===== src/rtl/core/cbc_pkg.sv =====
// Shared widths, register indexes and the frame summary type of the blob centroid block.
package cbc_pkg;

   localparam int CHAN_W      = 8;
   localparam int FWIDTH_W    = 11;
   localparam int RATIO_W     = 4;
   localparam int PROD_W      = CHAN_W + RATIO_W;
   localparam int SUM_W       = 30;
   localparam int HITS_W      = 21;
   localparam int CENT_W      = 10;
   localparam int STEP_W      = $clog2(SUM_W);

   localparam int CSR_AW      = 1;
   localparam int CSR_DW      = FWIDTH_W;
   localparam logic [CSR_AW-1:0] REG_FRAME_WIDTH = 1'd0;
   localparam logic [CSR_AW-1:0] REG_DOM_RATIO   = 1'd1;

   localparam logic [FWIDTH_W-1:0] FRAME_WIDTH_RST = 11'd640;
   localparam logic [RATIO_W-1:0]  DOM_RATIO_RST   = 4'd5;

   localparam int Q_DEPTH     = 4;
   localparam int Q_AW        = $clog2(Q_DEPTH);

   localparam int REQ_DATA_W  = 24;
   localparam int RSP_DATA_W  = 48;

   // Accumulated totals of one frame, handed from the front to the divider.
   typedef struct packed {
      logic [SUM_W-1:0]  col_sum;
      logic [SUM_W-1:0]  row_sum;
      logic [HITS_W-1:0] hits;
   } summary_type;

endpackage


===== src/rtl/core/cbc_front.sv =====
// Pixel front end: color test, column and row tracking, saturating accumulation.
module cbc_front #(
   parameter int MAX_WIDTH  = 1024,
   parameter int MAX_HEIGHT = 1024
) (
   input  logic                           clock,
   input  logic                           reset,
   input  logic [cbc_pkg::FWIDTH_W-1:0]   frame_width,
   input  logic [cbc_pkg::RATIO_W-1:0]    dom_ratio,
   input  logic                           pix_valid,
   output logic                           pix_ready,
   input  logic [cbc_pkg::CHAN_W-1:0]     red,
   input  logic [cbc_pkg::CHAN_W-1:0]     green,
   input  logic [cbc_pkg::CHAN_W-1:0]     blue,
   input  logic                           frame_end,
   input  logic                           q_full,
   output logic                           q_push,
   output cbc_pkg::summary_type           q_wdata
);

   localparam int COL_W = $clog2(MAX_WIDTH);
   localparam int ROW_W = $clog2(MAX_HEIGHT);
   localparam logic [ROW_W-1:0] ROW_LAST = ROW_W'(MAX_HEIGHT - 1);

   logic [COL_W-1:0]          column_ff, column_in;
   logic [ROW_W-1:0]          row_ff, row_in;
   logic [cbc_pkg::SUM_W-1:0] col_sum_ff, col_sum_in;
   logic [cbc_pkg::SUM_W-1:0] row_sum_ff, row_sum_in;
   logic [cbc_pkg::HITS_W-1:0] hits_ff, hits_in;

   logic [cbc_pkg::PROD_W-1:0] red_scaled, green_scaled;
   logic                       hit;
   logic                       accept;
   logic [cbc_pkg::SUM_W:0]    col_acc, row_acc;
   logic [cbc_pkg::SUM_W-1:0]  col_sum_new, row_sum_new;
   logic [cbc_pkg::HITS_W-1:0] hits_new;
   logic [COL_W:0]             col_next;

   assign pix_ready = !q_full;
   assign accept    = pix_valid && pix_ready;

   assign red_scaled   = cbc_pkg::PROD_W'(dom_ratio) * cbc_pkg::PROD_W'(red);
   assign green_scaled = cbc_pkg::PROD_W'(dom_ratio) * cbc_pkg::PROD_W'(green);
   assign hit = (cbc_pkg::PROD_W'(blue) > red_scaled) &&
                (cbc_pkg::PROD_W'(blue) > green_scaled);

   // A carry out of the 30-bit sum means the sum saturates at all ones.
   assign col_acc = {1'b0, col_sum_ff} + (cbc_pkg::SUM_W + 1)'(column_ff);
   assign row_acc = {1'b0, row_sum_ff} + (cbc_pkg::SUM_W + 1)'(row_ff);

   always_comb begin
      col_sum_new = col_sum_ff;
      row_sum_new = row_sum_ff;
      hits_new    = hits_ff;
      if (hit) begin
         col_sum_new = col_acc[cbc_pkg::SUM_W] ? '1 : col_acc[cbc_pkg::SUM_W-1:0];
         row_sum_new = row_acc[cbc_pkg::SUM_W] ? '1 : row_acc[cbc_pkg::SUM_W-1:0];
         if (hits_ff != '1) begin
            hits_new = hits_ff + 1'b1;
         end
      end
   end

   assign col_next = {1'b0, column_ff} + 1'b1;

   always_comb begin
      column_in  = column_ff;
      row_in     = row_ff;
      col_sum_in = col_sum_ff;
      row_sum_in = row_sum_ff;
      hits_in    = hits_ff;
      if (accept) begin
         if (frame_end) begin
            column_in  = '0;
            row_in     = '0;
            col_sum_in = '0;
            row_sum_in = '0;
            hits_in    = '0;
         end else begin
            col_sum_in = col_sum_new;
            row_sum_in = row_sum_new;
            hits_in    = hits_new;
            if ((32'(col_next) >= 32'(frame_width)) || (32'(col_next) >= MAX_WIDTH)) begin
               column_in = '0;
               if (row_ff != ROW_LAST) begin
                  row_in = row_ff + 1'b1;
               end
            end else begin
               column_in = col_next[COL_W-1:0];
            end
         end
      end
   end

   assign q_push          = accept && frame_end;
   assign q_wdata.col_sum = col_sum_new;
   assign q_wdata.row_sum = row_sum_new;
   assign q_wdata.hits    = hits_new;

   always_ff @(posedge clock) begin
      if (reset) begin
         column_ff  <= '0;
         row_ff     <= '0;
         col_sum_ff <= '0;
         row_sum_ff <= '0;
         hits_ff    <= '0;
      end else begin
         column_ff  <= column_in;
         row_ff     <= row_in;
         col_sum_ff <= col_sum_in;
         row_sum_ff <= row_sum_in;
         hits_ff    <= hits_in;
      end
   end

endmodule


===== src/rtl/core/cbc_queue.sv =====
// Small queue of frame summaries between the pixel front end and the divider.
module cbc_queue (
   input  logic                  clock,
   input  logic                  reset,
   input  logic                  push,
   input  cbc_pkg::summary_type  wdata,
   input  logic                  pop,
   output cbc_pkg::summary_type  rdata,
   output logic                  full,
   output logic                  empty
);

   cbc_pkg::summary_type        mem_ff [cbc_pkg::Q_DEPTH];
   logic [cbc_pkg::Q_AW-1:0]    wptr_ff, wptr_in;
   logic [cbc_pkg::Q_AW-1:0]    rptr_ff, rptr_in;
   logic [cbc_pkg::Q_AW:0]      count_ff, count_in;
   logic                        do_push, do_pop;

   assign full    = count_ff == (cbc_pkg::Q_AW + 1)'(cbc_pkg::Q_DEPTH);
   assign empty   = count_ff == '0;
   assign do_push = push && !full;
   assign do_pop  = pop && !empty;
   assign rdata   = mem_ff[rptr_ff];

   always_comb begin
      wptr_in  = do_push ? wptr_ff + 1'b1 : wptr_ff;
      rptr_in  = do_pop ? rptr_ff + 1'b1 : rptr_ff;
      count_in = count_ff;
      if (do_push && !do_pop) begin
         count_in = count_ff + 1'b1;
      end else if (do_pop && !do_push) begin
         count_in = count_ff - 1'b1;
      end
   end

   always_ff @(posedge clock) begin
      if (do_push) begin
         mem_ff[wptr_ff] <= wdata;
      end
   end

   always_ff @(posedge clock) begin
      if (reset) begin
         wptr_ff  <= '0;
         rptr_ff  <= '0;
         count_ff <= '0;
      end else begin
         wptr_ff  <= wptr_in;
         rptr_ff  <= rptr_in;
         count_ff <= count_in;
      end
   end

endmodule


===== src/rtl/core/cbc_back.sv =====
// Back end: bit-serial restoring division of both sums by the hit count, result register.
module cbc_back (
   input  logic                          clock,
   input  logic                          reset,
   input  logic                          q_empty,
   input  cbc_pkg::summary_type          q_rdata,
   output logic                          q_pop,
   output logic                          out_valid,
   input  logic                          out_ready,
   output logic                          out_found,
   output logic [cbc_pkg::CENT_W-1:0]    out_cx,
   output logic [cbc_pkg::CENT_W-1:0]    out_cy,
   output logic [cbc_pkg::HITS_W-1:0]    out_hits
);

   localparam logic [1:0] ST_IDLE = 2'd0;
   localparam logic [1:0] ST_RUN  = 2'd1;
   localparam logic [1:0] ST_FIN  = 2'd2;
   localparam logic [cbc_pkg::STEP_W-1:0] STEP_LAST = cbc_pkg::STEP_W'(cbc_pkg::SUM_W - 1);

   logic [1:0]                    state_ff, state_in;
   logic [cbc_pkg::STEP_W-1:0]    step_ff, step_in;
   logic [cbc_pkg::SUM_W-1:0]     dvx_ff, dvx_in, dvy_ff, dvy_in;
   logic [cbc_pkg::HITS_W-1:0]    remx_ff, remx_in, remy_ff, remy_in;
   logic [cbc_pkg::HITS_W-1:0]    div_ff, div_in;
   logic [cbc_pkg::CENT_W-1:0]    qx_ff, qx_in, qy_ff, qy_in;
   logic                          valid_ff, valid_in;
   logic                          found_ff, found_in;
   logic [cbc_pkg::CENT_W-1:0]    cx_ff, cx_in, cy_ff, cy_in;
   logic [cbc_pkg::HITS_W-1:0]    hits_ff, hits_in;

   logic [cbc_pkg::HITS_W:0]      trial_x, trial_y, div_ext;
   logic                          ge_x, ge_y;
   logic                          load_out;
   logic                          nonzero;

   assign div_ext = {1'b0, div_ff};
   assign trial_x = {remx_ff, dvx_ff[cbc_pkg::SUM_W-1]};
   assign trial_y = {remy_ff, dvy_ff[cbc_pkg::SUM_W-1]};
   assign ge_x    = trial_x >= div_ext;
   assign ge_y    = trial_y >= div_ext;

   assign nonzero  = div_ff != '0;
   assign load_out = (state_ff == ST_FIN) && (!valid_ff || out_ready);
   assign q_pop    = (state_ff == ST_IDLE) && !q_empty;

   always_comb begin
      state_in = state_ff;
      step_in  = step_ff;
      dvx_in   = dvx_ff;
      dvy_in   = dvy_ff;
      remx_in  = remx_ff;
      remy_in  = remy_ff;
      div_in   = div_ff;
      qx_in    = qx_ff;
      qy_in    = qy_ff;
      case (state_ff)
         ST_IDLE: begin
            if (!q_empty) begin
               dvx_in   = q_rdata.col_sum;
               dvy_in   = q_rdata.row_sum;
               div_in   = q_rdata.hits;
               remx_in  = '0;
               remy_in  = '0;
               step_in  = '0;
               state_in = ST_RUN;
            end
         end
         ST_RUN: begin
            // The quotient register keeps only its low bits, which is all the output needs.
            remx_in = ge_x ? cbc_pkg::HITS_W'(trial_x - div_ext) : trial_x[cbc_pkg::HITS_W-1:0];
            remy_in = ge_y ? cbc_pkg::HITS_W'(trial_y - div_ext) : trial_y[cbc_pkg::HITS_W-1:0];
            qx_in   = {qx_ff[cbc_pkg::CENT_W-2:0], ge_x};
            qy_in   = {qy_ff[cbc_pkg::CENT_W-2:0], ge_y};
            dvx_in  = dvx_ff << 1;
            dvy_in  = dvy_ff << 1;
            step_in = step_ff + 1'b1;
            if (step_ff == STEP_LAST) begin
               state_in = ST_FIN;
            end
         end
         ST_FIN: begin
            if (load_out) begin
               state_in = ST_IDLE;
            end
         end
         default: begin
            state_in = ST_IDLE;
         end
      endcase
   end

   always_comb begin
      valid_in = valid_ff;
      found_in = found_ff;
      cx_in    = cx_ff;
      cy_in    = cy_ff;
      hits_in  = hits_ff;
      if (valid_ff && out_ready) begin
         valid_in = 1'b0;
      end
      if (load_out) begin
         valid_in = 1'b1;
         found_in = nonzero;
         cx_in    = nonzero ? qx_ff : '0;
         cy_in    = nonzero ? qy_ff : '0;
         hits_in  = div_ff;
      end
   end

   assign out_valid = valid_ff;
   assign out_found = found_ff;
   assign out_cx    = cx_ff;
   assign out_cy    = cy_ff;
   assign out_hits  = hits_ff;

   always_ff @(posedge clock) begin
      dvx_ff  <= dvx_in;
      dvy_ff  <= dvy_in;
      remx_ff <= remx_in;
      remy_ff <= remy_in;
      div_ff  <= div_in;
      qx_ff   <= qx_in;
      qy_ff   <= qy_in;
      found_ff <= found_in;
      cx_ff   <= cx_in;
      cy_ff   <= cy_in;
      hits_ff <= hits_in;
   end

   always_ff @(posedge clock) begin
      if (reset) begin
         state_ff <= ST_IDLE;
         step_ff  <= '0;
         valid_ff <= 1'b0;
      end else begin
         state_ff <= state_in;
         step_ff  <= step_in;
         valid_ff <= valid_in;
      end
   end

endmodule


===== src/rtl/core/color_blob_centroid.sv =====
// Top level of the color blob centroid block: registers, front end, queue and divider.
// The block takes one RGB pixel per clock in raster order and sums column, row and count of
// pixels whose blue exceeds dominance_ratio times red and times green. The pixel with tlast
// closes the frame: its totals go into a four-entry summary queue and the accumulators clear,
// so the next frame starts in the next cycle. A shared restoring divider produces both means
// one quotient bit per cycle; a frame summary is loaded, runs through 30 division steps and
// goes to the result register once that is free. Pixels stall in every cycle in which all
// four queue entries are taken, which happens only when frames end faster than the divider and
// the result receiver retire them. The result carries found, the truncated mean column and row
// (low 10 bits) and the hit count; an empty frame gives zeros. frame_width and dominance_ratio
// reset to 640 and 5 and should be written only while no frame is in progress.
module color_blob_centroid #(
   parameter int MAX_WIDTH  = 1024,
   parameter int MAX_HEIGHT = 1024
) (
   input  logic                              clock,
   input  logic                              reset,
   input  logic                              req_tvalid,
   output logic                              req_tready,
   input  logic [cbc_pkg::REQ_DATA_W-1:0]    req_tdata,   // red, green, blue
   input  logic                              req_tlast,   // frame_end
   output logic                              rsp_tvalid,
   input  logic                              rsp_tready,
   output logic [cbc_pkg::RSP_DATA_W-1:0]    rsp_tdata, // found, centroid_x, centroid_y, hit_count
   input  logic                              csr_we,
   input  logic [cbc_pkg::CSR_AW-1:0]        csr_addr,
   input  logic [cbc_pkg::CSR_DW-1:0]        csr_wdata
);

   logic [cbc_pkg::FWIDTH_W-1:0] frame_width_ff, frame_width_in;
   logic [cbc_pkg::RATIO_W-1:0]  dom_ratio_ff, dom_ratio_in;

   logic                         q_full, q_empty, q_push, q_pop;
   cbc_pkg::summary_type         q_wdata, q_rdata;

   logic                         out_found;
   logic [cbc_pkg::CENT_W-1:0]   out_cx, out_cy;
   logic [cbc_pkg::HITS_W-1:0]   out_hits;

   always_comb begin
      frame_width_in = frame_width_ff;
      dom_ratio_in   = dom_ratio_ff;
      if (csr_we) begin
         case (csr_addr)
            cbc_pkg::REG_FRAME_WIDTH: frame_width_in = csr_wdata[cbc_pkg::FWIDTH_W-1:0];
            cbc_pkg::REG_DOM_RATIO:   dom_ratio_in   = csr_wdata[cbc_pkg::RATIO_W-1:0];
            default: begin
            end
         endcase
      end
   end

   always_ff @(posedge clock) begin
      if (reset) begin
         frame_width_ff <= cbc_pkg::FRAME_WIDTH_RST;
         dom_ratio_ff   <= cbc_pkg::DOM_RATIO_RST;
      end else begin
         frame_width_ff <= frame_width_in;
         dom_ratio_ff   <= dom_ratio_in;
      end
   end

   cbc_front #(
      .MAX_WIDTH  (MAX_WIDTH),
      .MAX_HEIGHT (MAX_HEIGHT)
   ) u_front (
      .clock       (clock),
      .reset       (reset),
      .frame_width (frame_width_ff),
      .dom_ratio   (dom_ratio_ff),
      .pix_valid   (req_tvalid),
      .pix_ready   (req_tready),
      .red         (req_tdata[7:0]),
      .green       (req_tdata[15:8]),
      .blue        (req_tdata[23:16]),
      .frame_end   (req_tlast),
      .q_full      (q_full),
      .q_push      (q_push),
      .q_wdata     (q_wdata)
   );

   cbc_queue u_queue (
      .clock (clock),
      .reset (reset),
      .push  (q_push),
      .wdata (q_wdata),
      .pop   (q_pop),
      .rdata (q_rdata),
      .full  (q_full),
      .empty (q_empty)
   );

   cbc_back u_back (
      .clock     (clock),
      .reset     (reset),
      .q_empty   (q_empty),
      .q_rdata   (q_rdata),
      .q_pop     (q_pop),
      .out_valid (rsp_tvalid),
      .out_ready (rsp_tready),
      .out_found (out_found),
      .out_cx    (out_cx),
      .out_cy    (out_cy),
      .out_hits  (out_hits)
   );

   assign rsp_tdata = {6'd0, out_hits, out_cy, out_cx, out_found};

endmodule


===== config.mk =====
export PLATFORM = sky130hd
export DESIGN_NAME = color_blob_centroid
export DESIGN_NICKNAME = d
export VERILOG_FILES = /design/src/rtl/core/cbc_pkg.sv /design/src/rtl/core/cbc_front.sv /design/src/rtl/core/cbc_queue.sv /design/src/rtl/core/cbc_back.sv /design/src/rtl/core/color_blob_centroid.sv
export SDC_FILE = /design/constraint.sdc
export NUM_CORES = 1
export LEC_CHECK = 0
export BUFFER_PORTS_ARGS = -buffer_cell sky130_fd_sc_hd__buf_2
export CORE_ASPECT_RATIO = 1.5
export CORE_MARGIN = 1.5
export CORE_UTILIZATION = 25
export DETAILED_ROUTE_END_ITERATION = 12
export PLACE_DENSITY = 0.42
export SLEW_MARGIN = 20
export SYNTH_ARGS = -nofsm -noshare
export SYNTH_HDL_FRONTEND = slang
export SYNTH_SLANG_ARGS = --single-unit

===== constraint.sdc =====
create_clock -name clock -period 8.1 [get_ports clock]
set_clock_uncertainty 0.2 [all_clocks]
set_input_delay 1.215 -clock clock [delete_from_list [all_inputs] [get_ports clock]]
set_output_delay 1.215 -clock clock [all_outputs]
set_load 0.03 [all_outputs]

# Yosys cells after proc, flatten, opt, wreduce, memory -nomap -nowiden
# Memories as Yosys holds them, arrays and structs flattened. A register that Yosys moved wholly into a read port is not among the register bits.
# Index checks and enable logic that the tools add are counted.
[totals]
ff_bits = 316
ramBits = 324
inputBits = 42
output_inout_bits = 50
wordCells = 124
mem_count = 1
[mem_list]
columns = ["name", "words", "word_bits", "rd", "rd_ports_with_merged_regs", "write_ports", "line", "source"]
rows = [
  ["u_queue.mem_ff", 4, 81, 1, 1, 1, "cbc_queue.sv:13", "cbc_pkg::summary_type mem_ff [cbc_pkg::Q_DEPTH];"],
]
[op_classes]
n_addsub = 12
mul = 2
magnitude_cmp = 6
n_eq_ne = 9
mux = 37
n_bitwise = 2
reduce_logical = 31
[op_table]
columns = ["op", "count"]
rows = [
  ["30-bit 2-to-1 mux", 8],
  ["21-bit 2-to-1 mux", 6],
  ["30-bit case mux with 2 select lines", 2],
  ["21-bit case mux with 2 select lines", 2],
  ["30-bit by 10-bit adder with 31-bit output", 2],
  ["10-bit 2-to-1 mux", 5],
  ["22-bit by 21-bit >= comparator with 1-bit output", 2],
  ["21-bit subtractor", 2],
  ["8-bit by 12-bit > comparator with 1-bit output", 2],
  ["4-bit by 8-bit multiplier with 12-bit output", 2],
  ["21-bit by 1-bit adder with 21-bit output (second input constant)", 1],
  ["21-bit != test (second input constant)", 1],
  ["21-bit nonzero test", 1],
  ["10-bit by 1-bit adder with 11-bit output (second input constant)", 1],
  ["11-bit >= comparator", 1],
  ["11-bit >= comparator (second input constant)", 1],
  ["10-bit by 1-bit adder with 10-bit output (second input constant)", 1],
  ["1-bit logical AND", 10],
  ["2-bit 2-to-1 mux", 5],
  ["10-bit != test (second input constant)", 1],
  ["5-bit case mux with 2 select lines", 1],
  ["2-bit nonzero test", 5],
  ["2-bit AND reduction", 4],
  ["3-bit 2-to-1 mux", 2],
  ["other kinds (19)", 31],
]

# Depth between registers and ports, before layout
# Gate-level depths: netlist (run 1).
[logic_depth]
ltp_word = 9
depth_mapped = 24
depth_no_buf = 20

# By module
# From an unflattened synthesis (run 1), not the netlist that was laid out.
[hier_totals]
hier_cells = 2654
hier_area_um2 = 32200.9
[modules_own_cells]
columns = ["mod", "n_inst", "cells_each", "area_each_um2", "seq_area_each_um2"]
rows = [
  ["cbc_queue", 1, 471, 12236.7, 9909.5],
  ["cbc_back", 1, 890, 9764.4, 5715.5],
  ["cbc_front", 1, 1222, 9494.1, 2021.9],
  ["color_blob_centroid", 1, 71, 705.7, 300.3],
]

# Least setup slack after synthesis (run 1)
# Ideal clock, no wire load.
[synth_path]
path_kind = "in2reg"
startpoint = "input port req_tdata[1] (netlist name)"
endpoint = "memory u_queue.mem_ff[0][66] (netlist name), data pin"
setup_time_ps = 278
arrival_ps = 5833
t_required_ps = 7622
slack_ps = 1789
stages = 22
n_path_buf = 3
path_cell_list = "and2_1 fa_1 inv_1 fa_1 inv_1 ha_1 nor2b_1 o31a_1 a21o_1 ha_1 nand4_1 nor2_1 a2111oi_0 o311ai_0 nor4_2 nand2_2 buf_2 buf_6 buf_2 nor3_1 xnor2_1 nand2_1"
[synth_lines]
columns = ["item", "line", "source"]
rows = [
  ["start: declaration", "color_blob_centroid.sv:20", "input logic [cbc_pkg::REQ_DATA_W-1:0] req_tdata,"],
  ["end: declaration", "cbc_queue.sv:13", ""],
]

==> results of run 1 <==
==> synth_stat cells (8+ instances only) <==
master	instances	area share [%]
sky130_fd_sc_hd__dfxtp_1	133	8.4
sky130_fd_sc_hd__clkbuf_1	90	1.1
sky130_fd_sc_hd__edfxtp_1	509	48
sky130_fd_sc_hd__or3_1	22	0.43
sky130_fd_sc_hd__a31oi_1	31	0.61
sky130_fd_sc_hd__nor2_1	166	2.0
sky130_fd_sc_hd__o211ai_1	14	0.33
sky130_fd_sc_hd__and2_1	61	1.2
sky130_fd_sc_hd__nand2_1	359	4.2
sky130_fd_sc_hd__a21oi_1	120	1.9
sky130_fd_sc_hd__o21a_1	18	0.43
sky130_fd_sc_hd__nor3_1	47	0.74
sky130_fd_sc_hd__nand4_1	36	0.71
sky130_fd_sc_hd__nor2b_1	38	0.75
sky130_fd_sc_hd__inv_1	122	1.4
sky130_fd_sc_hd__nand3_1	89	1.4
sky130_fd_sc_hd__nor4_1	20	0.39
sky130_fd_sc_hd__a22o_1	25	0.69
sky130_fd_sc_hd__or4_1	8	0.19
sky130_fd_sc_hd__buf_4	9	0.21
sky130_fd_sc_hd__o22a_1	11	0.30
sky130_fd_sc_hd__nand2b_1	15	0.30
sky130_fd_sc_hd__o21ai_0	93	1.5
sky130_fd_sc_hd__a211oi_1	8	0.19
sky130_fd_sc_hd__nand3b_1	9	0.21
sky130_fd_sc_hd__xnor2_1	55	1.5
sky130_fd_sc_hd__a21o_1	46	1.1
sky130_fd_sc_hd__xor2_1	45	1.2
sky130_fd_sc_hd__mux2_2	12	0.43
sky130_fd_sc_hd__o31ai_1	10	0.24
sky130_fd_sc_hd__fa_1	29	1.8
sky130_fd_sc_hd__mux2i_1	11	0.35
sky130_fd_sc_hd__and3_1	35	0.69
sky130_fd_sc_hd__mux4_2	81	5.7
sky130_fd_sc_hd__buf_1	16	0.19
sky130_fd_sc_hd__ha_1	131	5.2
==> sequential cells by signal, indices dropped and copies added, names as in the netlist, 2 cells and up, named ones only <==
signal and count:
u_queue.mem_ff 324, u_back.dvx_ff 30, u_back.dvy_ff 30, u_front.col_sum_ff 30
u_front.row_sum_ff 30, u_back.div_ff 21, u_back.out_hits 21, u_back.remx_ff 21
u_back.remy_ff 21, u_front.hits_ff 21, frame_width_ff 11, u_back.out_cx 10
u_back.out_cy 10, u_back.qx_ff 10, u_back.qy_ff 10, u_front.column_ff 10
u_front.row_ff 10, u_back.step_ff 5, dom_ratio_ff 4, u_queue.count_ff 3
u_back.state_ff 2, u_queue.rptr_ff 2, u_queue.wptr_ff 2
==> power breakdown <==
part           internal, mW  switching [mW]
Clock                  1.72            1.36
Sequential             4.28           0.289
Combinational          1.41            2.26
==> worst max-delay path by stage <==
stage | from | cells past startpoint | to
floorplan | req_tdata[1] | 22 | u_queue.mem_ff[0][66]
global placement | req_tdata[1] | 21 | u_queue.mem_ff[3][78]
detailed placement | req_tdata[1] | 21 | u_queue.mem_ff[2][80]
CTS | dom_ratio_ff[3] | 20 | u_queue.mem_ff[0][80]
global route | dom_ratio_ff[3] | 20 | u_queue.mem_ff[3][80]
finish | dom_ratio_ff[3] | 20 | u_queue.mem_ff[0][80]
==> cell type report <==
class	count	area [sq um]
Inverter	122	460.4
Timing Repair Buffer	122	728.2
Clock buffer	85	1764
Multi-Input combinational cell	1779	12910
Tap cell	1701	2128
Fill cell	13020	90010
Sequential cell	642	17950
Clock inverter	36	362.8
Antenna cell	1	2.502
==> cells in the final DEF (no fill, tap or decap), types with 36 or more instances in the layout <==
| cell | n |
|---|---|
| sky130_fd_sc_hd__a21o_1 | 46 |
| sky130_fd_sc_hd__a21oi_1 | 120 |
| sky130_fd_sc_hd__and2_1 | 61 |
| sky130_fd_sc_hd__buf_2 | 85 |
| sky130_fd_sc_hd__clkbuf_16 | 67 |
| sky130_fd_sc_hd__dfxtp_1 | 131 |
| sky130_fd_sc_hd__edfxtp_1 | 509 |
| sky130_fd_sc_hd__ha_1 | 131 |
| sky130_fd_sc_hd__inv_1 | 121 |
| sky130_fd_sc_hd__mux4_2 | 81 |
| sky130_fd_sc_hd__nand2_1 | 358 |
| sky130_fd_sc_hd__nand3_1 | 89 |
| sky130_fd_sc_hd__nand4_1 | 36 |
| sky130_fd_sc_hd__nor2_1 | 163 |
| sky130_fd_sc_hd__nor2b_1 | 37 |
| sky130_fd_sc_hd__nor3_1 | 47 |
| sky130_fd_sc_hd__o21ai_0 | 93 |
| sky130_fd_sc_hd__xnor2_1 | 55 |
| sky130_fd_sc_hd__xor2_1 | 45 |
==> kinds of logic after synthesis <==
kind of cell             Yosys count  synth area share (%)
AO/OA/AOI/OAI                    462                 9.673
other                              1               0.01181
flip-flops                       642                 56.52
buffers and inverters            247                 3.105
multiplexers                     104                 6.517
XOR/XNOR                         100                 2.758
adder cells (fa/ha/maj)          160                 6.990
AND/OR/NAND/NOR                  947                 14.43
==> routing by layer <==
layer,global-route usage [%],wire length [microns],vias up
met5,0,13,-
met1,14.20,33230,10390
met4,4.855,2446,2
met3,1.587,2190,123
li1,-,-,10000
met2,25.80,46990,300
==> summary.txt, run 1 <==
Clocking
  • Hold-fix buffer count after cts: 0
  • Insertion delay of the later-clocked pin in the worst-skew pair: 640 ps
  • Cell at the root of the clock tree: sky130_fd_sc_hd__clkbuf_16
  • Clk sink count: roughly 640
  • CTS max path bufs: 3
  • Resized Gates After CTS: 0
  • Clock-pin slew reported for the worst setup and hold paths after clock tree synthesis: 60 ps
  • Clock tree from TritonCTS: built
  • Setup repair bufs after CTS: 0
  • Number of H-tree levels: 3
  • Number of buffers created by CTS: 66

Placed design
  • Number of instances in the placed design: approximately 4400
  • Placed instance area: 34180 sq um
  • Final RePlAce weighted congestion: 0.7797
  • HPWL after detailed placement: 57880 microns
  • Number of I/O port buffers: 85
  • DP Worst Slack: approximately 630 ps

Synth
  • Synth async-reset ratio: 0%
  • Post-synthesis average cell area: 11.92 sq um
  • Distinct cell type count after synthesis: 83
  • Number of storage elements in the synthesis netlist: between 600 and 700
  • Flip-flop cell with the highest count after synthesis: sky130_fd_sc_hd__edfxtp_1
  • Proportion of synthesized chip area in sequential cells: 56.52%
  • EDFF count, synth: 509
  • Synthesized area: 31760 sq um
  • Count of yosys warnings during synthesis: 0
  • Cell count after synthesis: 2663

Die
  • Die X-Extent: 294 microns
  • Count of pins on the block boundary: 92
  • Full die area: 129200 sq um
  • Placement row count: 160
  • Standard cell core area: 126300 sq um
  • Initial core utilization: 25.14%
  • Height of the die: 439.5 microns

Timing
  • Worst setup margin: 1154 ps
  • Shortest clock period the worst path allows after layout: 6946 ps
  • Pins over their slew limit: 0
  • Hold Worst Slack: 241.6 ps
  • Measured slew at the worst slew-check pin: 1018 ps
  • Final count of negative-setup-slack endpoints: 0
  • Unrepaired setup endpoints after global routing: no
  • Final hold violations: 0
  • Slew headroom: between 30% and 40%
  • Highest Clock Rate: 144.0 MHz
  • Period utilisation layout: 85.76%
  • Total negative setup slack: 0 ps

Setup path
  • CP top delay family: simple AND/OR/NAND/NOR gates
  • Crit Path Max Fanout: 23
  • Register-to-register setup slack: 1150 ps
  • Worst path buffer plus inverter count: 2
  • Kind of critical path: register to register
  • Depth of the worst register-to-register path: 20
  • Master of the slowest instance on the critical path: sky130_fd_sc_hd__dfxtp_1
  • Worst reg2reg endpoint: u_queue.mem_ff[0][80]
  • Startpoint of the worst register-to-register path: dom_ratio_ff[3]
  • Arrival @ worst endpoint: 7070 ps
  • Endpoint type of the worst setup path: register
  • Worst path cell trace: nand2_1, fa_1, inv_1, fa_1, ha_1, a211oi_1, o21bai_1, a21oi_1, xor2_1, ha_1, nand4_1, nor2_1, a2111oi_0, o311ai_0, nor4_2, nand2_2, buf_12, nor4_1, xnor2_1, nand2_1
  • CP required: 8220 ps
  • Worst path max stage delay: 780 ps
  • Launching element type of the critical path: register

Power
  • Leak pwr: 13.44 nW
  • PnR Total Power: 11.32 mW
  • Maximum vdd drop: 0.1958 mV
  • Total power density per cell area: 311.7 nW/um^2

Detailed routing
  • Initial DRT Pass Iterations: 5
  • Wire length per cell: 18.91 microns
  • WL final: 84880 microns
  • Number of DRC markers after the initial detailed-route iteration: between 1000 and 1500
  • Post-detailed-route DRC marker count: 0
  • Antenna viol nets, final: 0
  • Vias per cell: around 4.6
  • Total via count in the routed design: around 21000

Layout
  • Fin area: 36310 sq um
  • Fin nets: a little under 3000
  • Util after Layout: 28.75%
  • Final cell count without fillers: 4488
  • Ratio of cells with drive above 1 in the final layout: between 10% and 20%
  • Syn-to-layout area delta: 14.35%

Global routing
  • Via count of the first global-routing pass: 21610
  • Number of antenna violations at the first check in global routing: 1
  • Remaining Overflow, GRT: 0
  • All-layer global routing usage: 13.17%
  • First-pass GRT wire length: approximately 130000 microns
  • Pin count of the biggest net entering global routing: 67

Hold path
  • Launch instance of the worst min-delay path: u_back.qy_ff[3]
  • Path category of the worst min-delay check: register to register
  • Worst min-delay path endpoint: u_back.qy_ff[4]
  • Hold Path Depth: 0

Job
  • Number of max-cap violations: 0

Outcome
  • Result of the run: completed
Note: power is estimated with default switching activity, not from simulation.
==> run 2: changes to the inputs <==
--- a/config.mk
+++ b/config.mk
@@ -5,6 +5,7 @@
 export SDC_FILE = /design/constraint.sdc
 export NUM_CORES = 1
 export LEC_CHECK = 0
+export ABC_AREA = 1
 export BUFFER_PORTS_ARGS = -buffer_cell sky130_fd_sc_hd__buf_2
 export CORE_ASPECT_RATIO = 1.5
 export CORE_MARGIN = 1.5
@@ -14,4 +15,5 @@
 export SLEW_MARGIN = 20
 export SYNTH_ARGS = -nofsm -noshare
 export SYNTH_HDL_FRONTEND = slang
+export SYNTH_HIERARCHICAL = 1
 export SYNTH_SLANG_ARGS = --single-unit
==> summary.txt, run 2 <==
Outcome
  • Result of the run: completed (unchanged)

Timing
  • Final count of negative-setup-slack endpoints: 0 (unchanged)
  • Unrepaired setup endpoints after global routing: no (unchanged)
  • Period utilisation layout: 75.09% (was 85.76%)
  • Slew headroom: 27.14% (was 31.68%)
  • Hold Worst Slack: 251.0 ps (was 241.6 ps)
  • Measured slew at the worst slew-check pin: 1093 ps (was 1018 ps)
  • Shortest clock period the worst path allows after layout: 6083 ps (was 6946 ps)
  • Pins over their slew limit: 0 (unchanged)
  • Final hold violations: 0 (unchanged)
  • Total negative setup slack: 0 ps (unchanged)
  • Highest Clock Rate: 164.4 MHz (was 144.0 MHz)

Synth
  • Area share of the largest cell type after synthesis: 44.69% (was 48.13%)
  • Synth async-reset ratio: 0% (unchanged)
  • Main combinational cell family by area after synthesis: simple AND/OR/NAND/NOR gates (unchanged)
  • Most numerous cell in the Yosys netlist: sky130_fd_sc_hd__nand2_1 (was sky130_fd_sc_hd__edfxtp_1)
  • Yosys top cell by area: sky130_fd_sc_hd__edfxtp_1 (unchanged)
  • Basic-gate share of the synthesized area counting and, or, nand and nor cells: 22.75% (was 14.43%)
  • Proportion of synthesized chip area in sequential cells: 52.48% (was 56.52%)
  • Multiplexer share of the synthesized area: 0% (was 6.517%)
  • Adder-Cell Fraction of Synth Area: 6.490% (was 6.990%)
  • Xor/xnor share of the synthesized area: 1.409% (was 2.758%)
  • Number of storage elements in the synthesis netlist: 642 (unchanged)
  • EDFF count, synth: 509 (unchanged)
  • Flip-flop cell with the highest count after synthesis: sky130_fd_sc_hd__edfxtp_1 (unchanged)
  • Cell count after synthesis: 3852 (was 2663)
  • Count of yosys warnings during synthesis: 6 (was 0)
  • Distinct cell type count after synthesis: 58 (was 83)
  • Ranking of synthesized cells by area: sky130_fd_sc_hd__edfxtp_1 (45%), sky130_fd_sc_hd__nand2_1 (11%), sky130_fd_sc_hd__dfxtp_1 (7.8%) (was sky130_fd_sc_hd__edfxtp_1 (48%), sky130_fd_sc_hd__dfxtp_1 (8.4%), sky130_fd_sc_hd__mux4_2 (5.7%))
  • Top cell types by occurrence after synthesis: sky130_fd_sc_hd__nand2_1 (991), sky130_fd_sc_hd__edfxtp_1 (509), sky130_fd_sc_hd__inv_1 (486) (was sky130_fd_sc_hd__edfxtp_1 (509), sky130_fd_sc_hd__nand2_1 (359), sky130_fd_sc_hd__nor2_1 (166))
  • Synthesized area: 34200 sq um (was 31760 sq um)
  • Synthesized-area fraction occupied by ao, oa, aoi and oai cells: 8.685% (was 9.673%)
  • Post-synthesis average cell area: 8.879 sq um (was 11.92 sq um)

Setup path
  • CP required: 8280 ps (was 8220 ps)
  • Crit Path Max Fanout: 29 (was 23)
  • Kind of critical path: register to register (unchanged)
  • Launching element type of the critical path: register (unchanged)
  • Master of the slowest instance on the critical path: sky130_fd_sc_hd__dfxtp_1 (unchanged)
  • Depth of the critical timing path with buffers and inverters included: 23 (was 20)
  • Worst path max stage delay: 740 ps (was 780 ps)
  • Worst path cell trace: nand2_1, fa_1, inv_1, fa_1, inv_1, fa_1, nand3b_1, nand2_1, xor2_1, ha_1, nand2_1, nor2_1, nand2_1, nand2_1, inv_1, nand3_1, nor2_1, nand3_2, nor2_8, nand2_4, inv_2, nand3_1, and2_1 (was nand2_1, fa_1, inv_1, fa_1, ha_1, a211oi_1, o21bai_1, a21oi_1, xor2_1, ha_1, nand4_1, nor2_1, a2111oi_0, o311ai_0, nor4_2, nand2_2, buf_12, nor4_1, xnor2_1, nand2_1)
  • CP top delay family: simple AND/OR/NAND/NOR gates (unchanged)
  • Arrival @ worst endpoint: 6260 ps (was 7070 ps)
  • Depth of the worst register-to-register path: 23 (was 20)
  • Endpoint type of the worst setup path: register (unchanged)
  • Most common cell type on the critical path: sky130_fd_sc_hd__nand2_1
  • Worst path buffer plus inverter count: 4 (was 2)

Detailed routing
  • WL final: 93030 microns (was 84880 microns)
  • Wire length per cell: 16.26 microns (was 18.91 microns)
  • Total via count in the routed design: 25270 (was 20820)
  • Antenna viol nets, final: 0 (unchanged)
  • Number of DRC markers after the initial detailed-route iteration: 1273 (was 1037)
  • Vias per cell: 4.417 (was 4.639)
  • Initial DRT Pass Iterations: 5 (unchanged)
  • Post-detailed-route DRC marker count: 0 (unchanged)

Global routing
  • Pin count of the biggest net entering global routing: 163 (was 67)
  • Number of antenna violations at the first check in global routing: 2 (was 1)
  • Via count of the first global-routing pass: 25770 (was 21610)
  • All-layer global routing usage: 13.42% (was 13.17%)
  • Remaining Overflow, GRT: 0 (unchanged)
  • First-pass GRT wire length: 147000 microns (was 130300 microns)

Placed design
  • Final RePlAce weighted congestion: 0.8162 (was 0.7797)
  • Number of I/O port buffers: 85 (unchanged)
  • HPWL after detailed placement: 59710 microns (was 57880 microns)
  • Number of instances in the placed design: 5580 (was 4366)
  • Placed instance area: 36240 sq um (was 34180 sq um)

Clocking
  • Clock-pin slew reported for the worst setup and hold paths after clock tree synthesis: 60 ps (about the same)
  • Cell at the root of the clock tree: sky130_fd_sc_hd__clkbuf_16 (unchanged)
  • Number of buffers created by CTS: 75 (was 66)
  • Clock tree from TritonCTS: built (unchanged)
  • Hold-fix buffer count after cts: 0 (unchanged)
  • Resized Gates After CTS: 0 (unchanged)
  • CTS max path bufs: 3 (unchanged)
  • Setup repair bufs after CTS: 0 (unchanged)
  • Insertion delay of the later-clocked pin in the worst-skew pair: 650 ps (was 640 ps)
  • Number of H-tree levels: 3 (unchanged)
  • Clk sink count: 642 (unchanged)

Layout
  • Most frequent standard cell in the layout excluding fill and tap cells: sky130_fd_sc_hd__nand2_1 (was sky130_fd_sc_hd__edfxtp_1)
  • Leading cell types in the layout, fill and taps excluded: sky130_fd_sc_hd__nand2_1 (990), sky130_fd_sc_hd__edfxtp_1 (509), sky130_fd_sc_hd__inv_1 (485) (was sky130_fd_sc_hd__edfxtp_1 (509), sky130_fd_sc_hd__nand2_1 (358), sky130_fd_sc_hd__nor2_1 (163))
  • Fin area: 38740 sq um (was 36310 sq um)
  • Number of flip-flops under the largest register name: 324 (unchanged)
  • Final cell count without fillers: 5720 (was 4488)
  • Syn-to-layout area delta: 13.27% (was 14.35%)
  • Fin nets: 4095 (was 2935)
  • Ratio of cells with drive above 1 in the final layout: 8.647% (was 12.71%)
  • Register with the most flip-flops: u_queue/mem_ff (was u_queue.mem_ff)

Power
  • Comb pwr share: 36.7% (was 32.4%)
  • Net switching power of the design: 5.007 mW (was 3.907 mW)
  • Internal power consumption: 7.767 mW (was 7.413 mW)
  • Total power density per cell area: 329.8 nW/um^2 (was 311.7 nW/um^2)
  • Clock share of power: 27.0% (was 27.2%)
  • Share of total power in sequential cells: 36.2% (was 40.4%)
  • Leak pwr: 16.39 nW (was 13.44 nW)
  • Switching Fraction: 39.20% (was 34.52%)
  • Maximum vdd drop: 0.2385 mV (was 0.1958 mV)

Die
  • Count of pins on the block boundary: 92 (unchanged)
  • Full die area: 139100 sq um (was 129200 sq um)
  • Die X-Extent: 305.0 microns (was 294 microns)
  • Standard cell core area: 136000 sq um (was 126300 sq um)
  • Height of the die: 456.0 microns (was 439.5 microns)
  • Initial core utilization: 25.14% (about the same)
  • Placement row count: 166 (was 160)

Hold path
  • Path category of the worst min-delay check: register to register (unchanged)
  • Hold Path Depth: 0 (unchanged)

Job
  • Number of max-cap violations: 0 (unchanged)
## run 2: cell types whose count changed after synthesis, sizes merged, moves of 48 or more
cell and change:
inv +371, a21oi +58, o22ai +81, mux4 -81, nand3 +101, nand2 +646
nor2 +275, xnor2 -48, and2 -56, o21ai +157
## run 2: cell families after synthesis
logic type,after synthesis
XOR/XNOR,55
AND/OR/NAND/NOR,1798
adder cells (fa/ha/maj),160
other,1
flip-flops,642
buffers and inverters,649
AO/OA/AOI/OAI,547
## run 2: final timing paths
check	start	end	slack, ps
max	dom_ratio_ff[3]	u_queue/mem_ff[0][11]	2020
min	u_back/div_ff[13]	u_back/out_hits[13]	250
max reg2reg	dom_ratio_ff[3]	u_queue/mem_ff[0][11]	2020
min reg2reg	u_back/div_ff[13]	u_back/out_hits[13]	250
## run 2: through the flow
stage | setup slack (ps) | utilization (%) | total power, mW
detailed placement | 1349 | 26.64 | 9.512
floorplan | 2180 | - | 8.163
finish | 2017 | 28.47 | 12.77
CTS | 1875 | 28.47 | 13.05
global placement | 1385 | 26.64 | 9.515
global route | 1564 | 28.47 | 13.77
## run 2: power groups by stage
stage                     Combinational, mW  Clock, mW  Sequential, mW
final                                  4.69       3.45            4.63
after global routing                   5.38       3.70            4.69
after CTS                              4.83       3.58            4.64
after detailed placement               4.81          0            4.70
after global placement                 4.81          0            4.71
after floorplan                        3.56          0            4.60
## run 2: final cells by class
type	instances	area, sq um
tap	1764	2207
clock inverter	36	445.4
sequential	642	17950
multi-input combinational	2566	13530
antenna	1	2.502
fill	14430	97310
inverter	498	1887
timing repair buffer	110	653.1
clock buffer	103	2053
## run 2: layer usage
metal | up-vias | track usage, % | wire length [microns]
li1 | 12840 | - | -
met1 | 11990 | 14.68 | 37790
met2 | 335 | 26.27 | 50570
met3 | 105 | 1.904 | 2789
met4 | 2 | 4.008 | 1871
met5 | - | 0 | 10
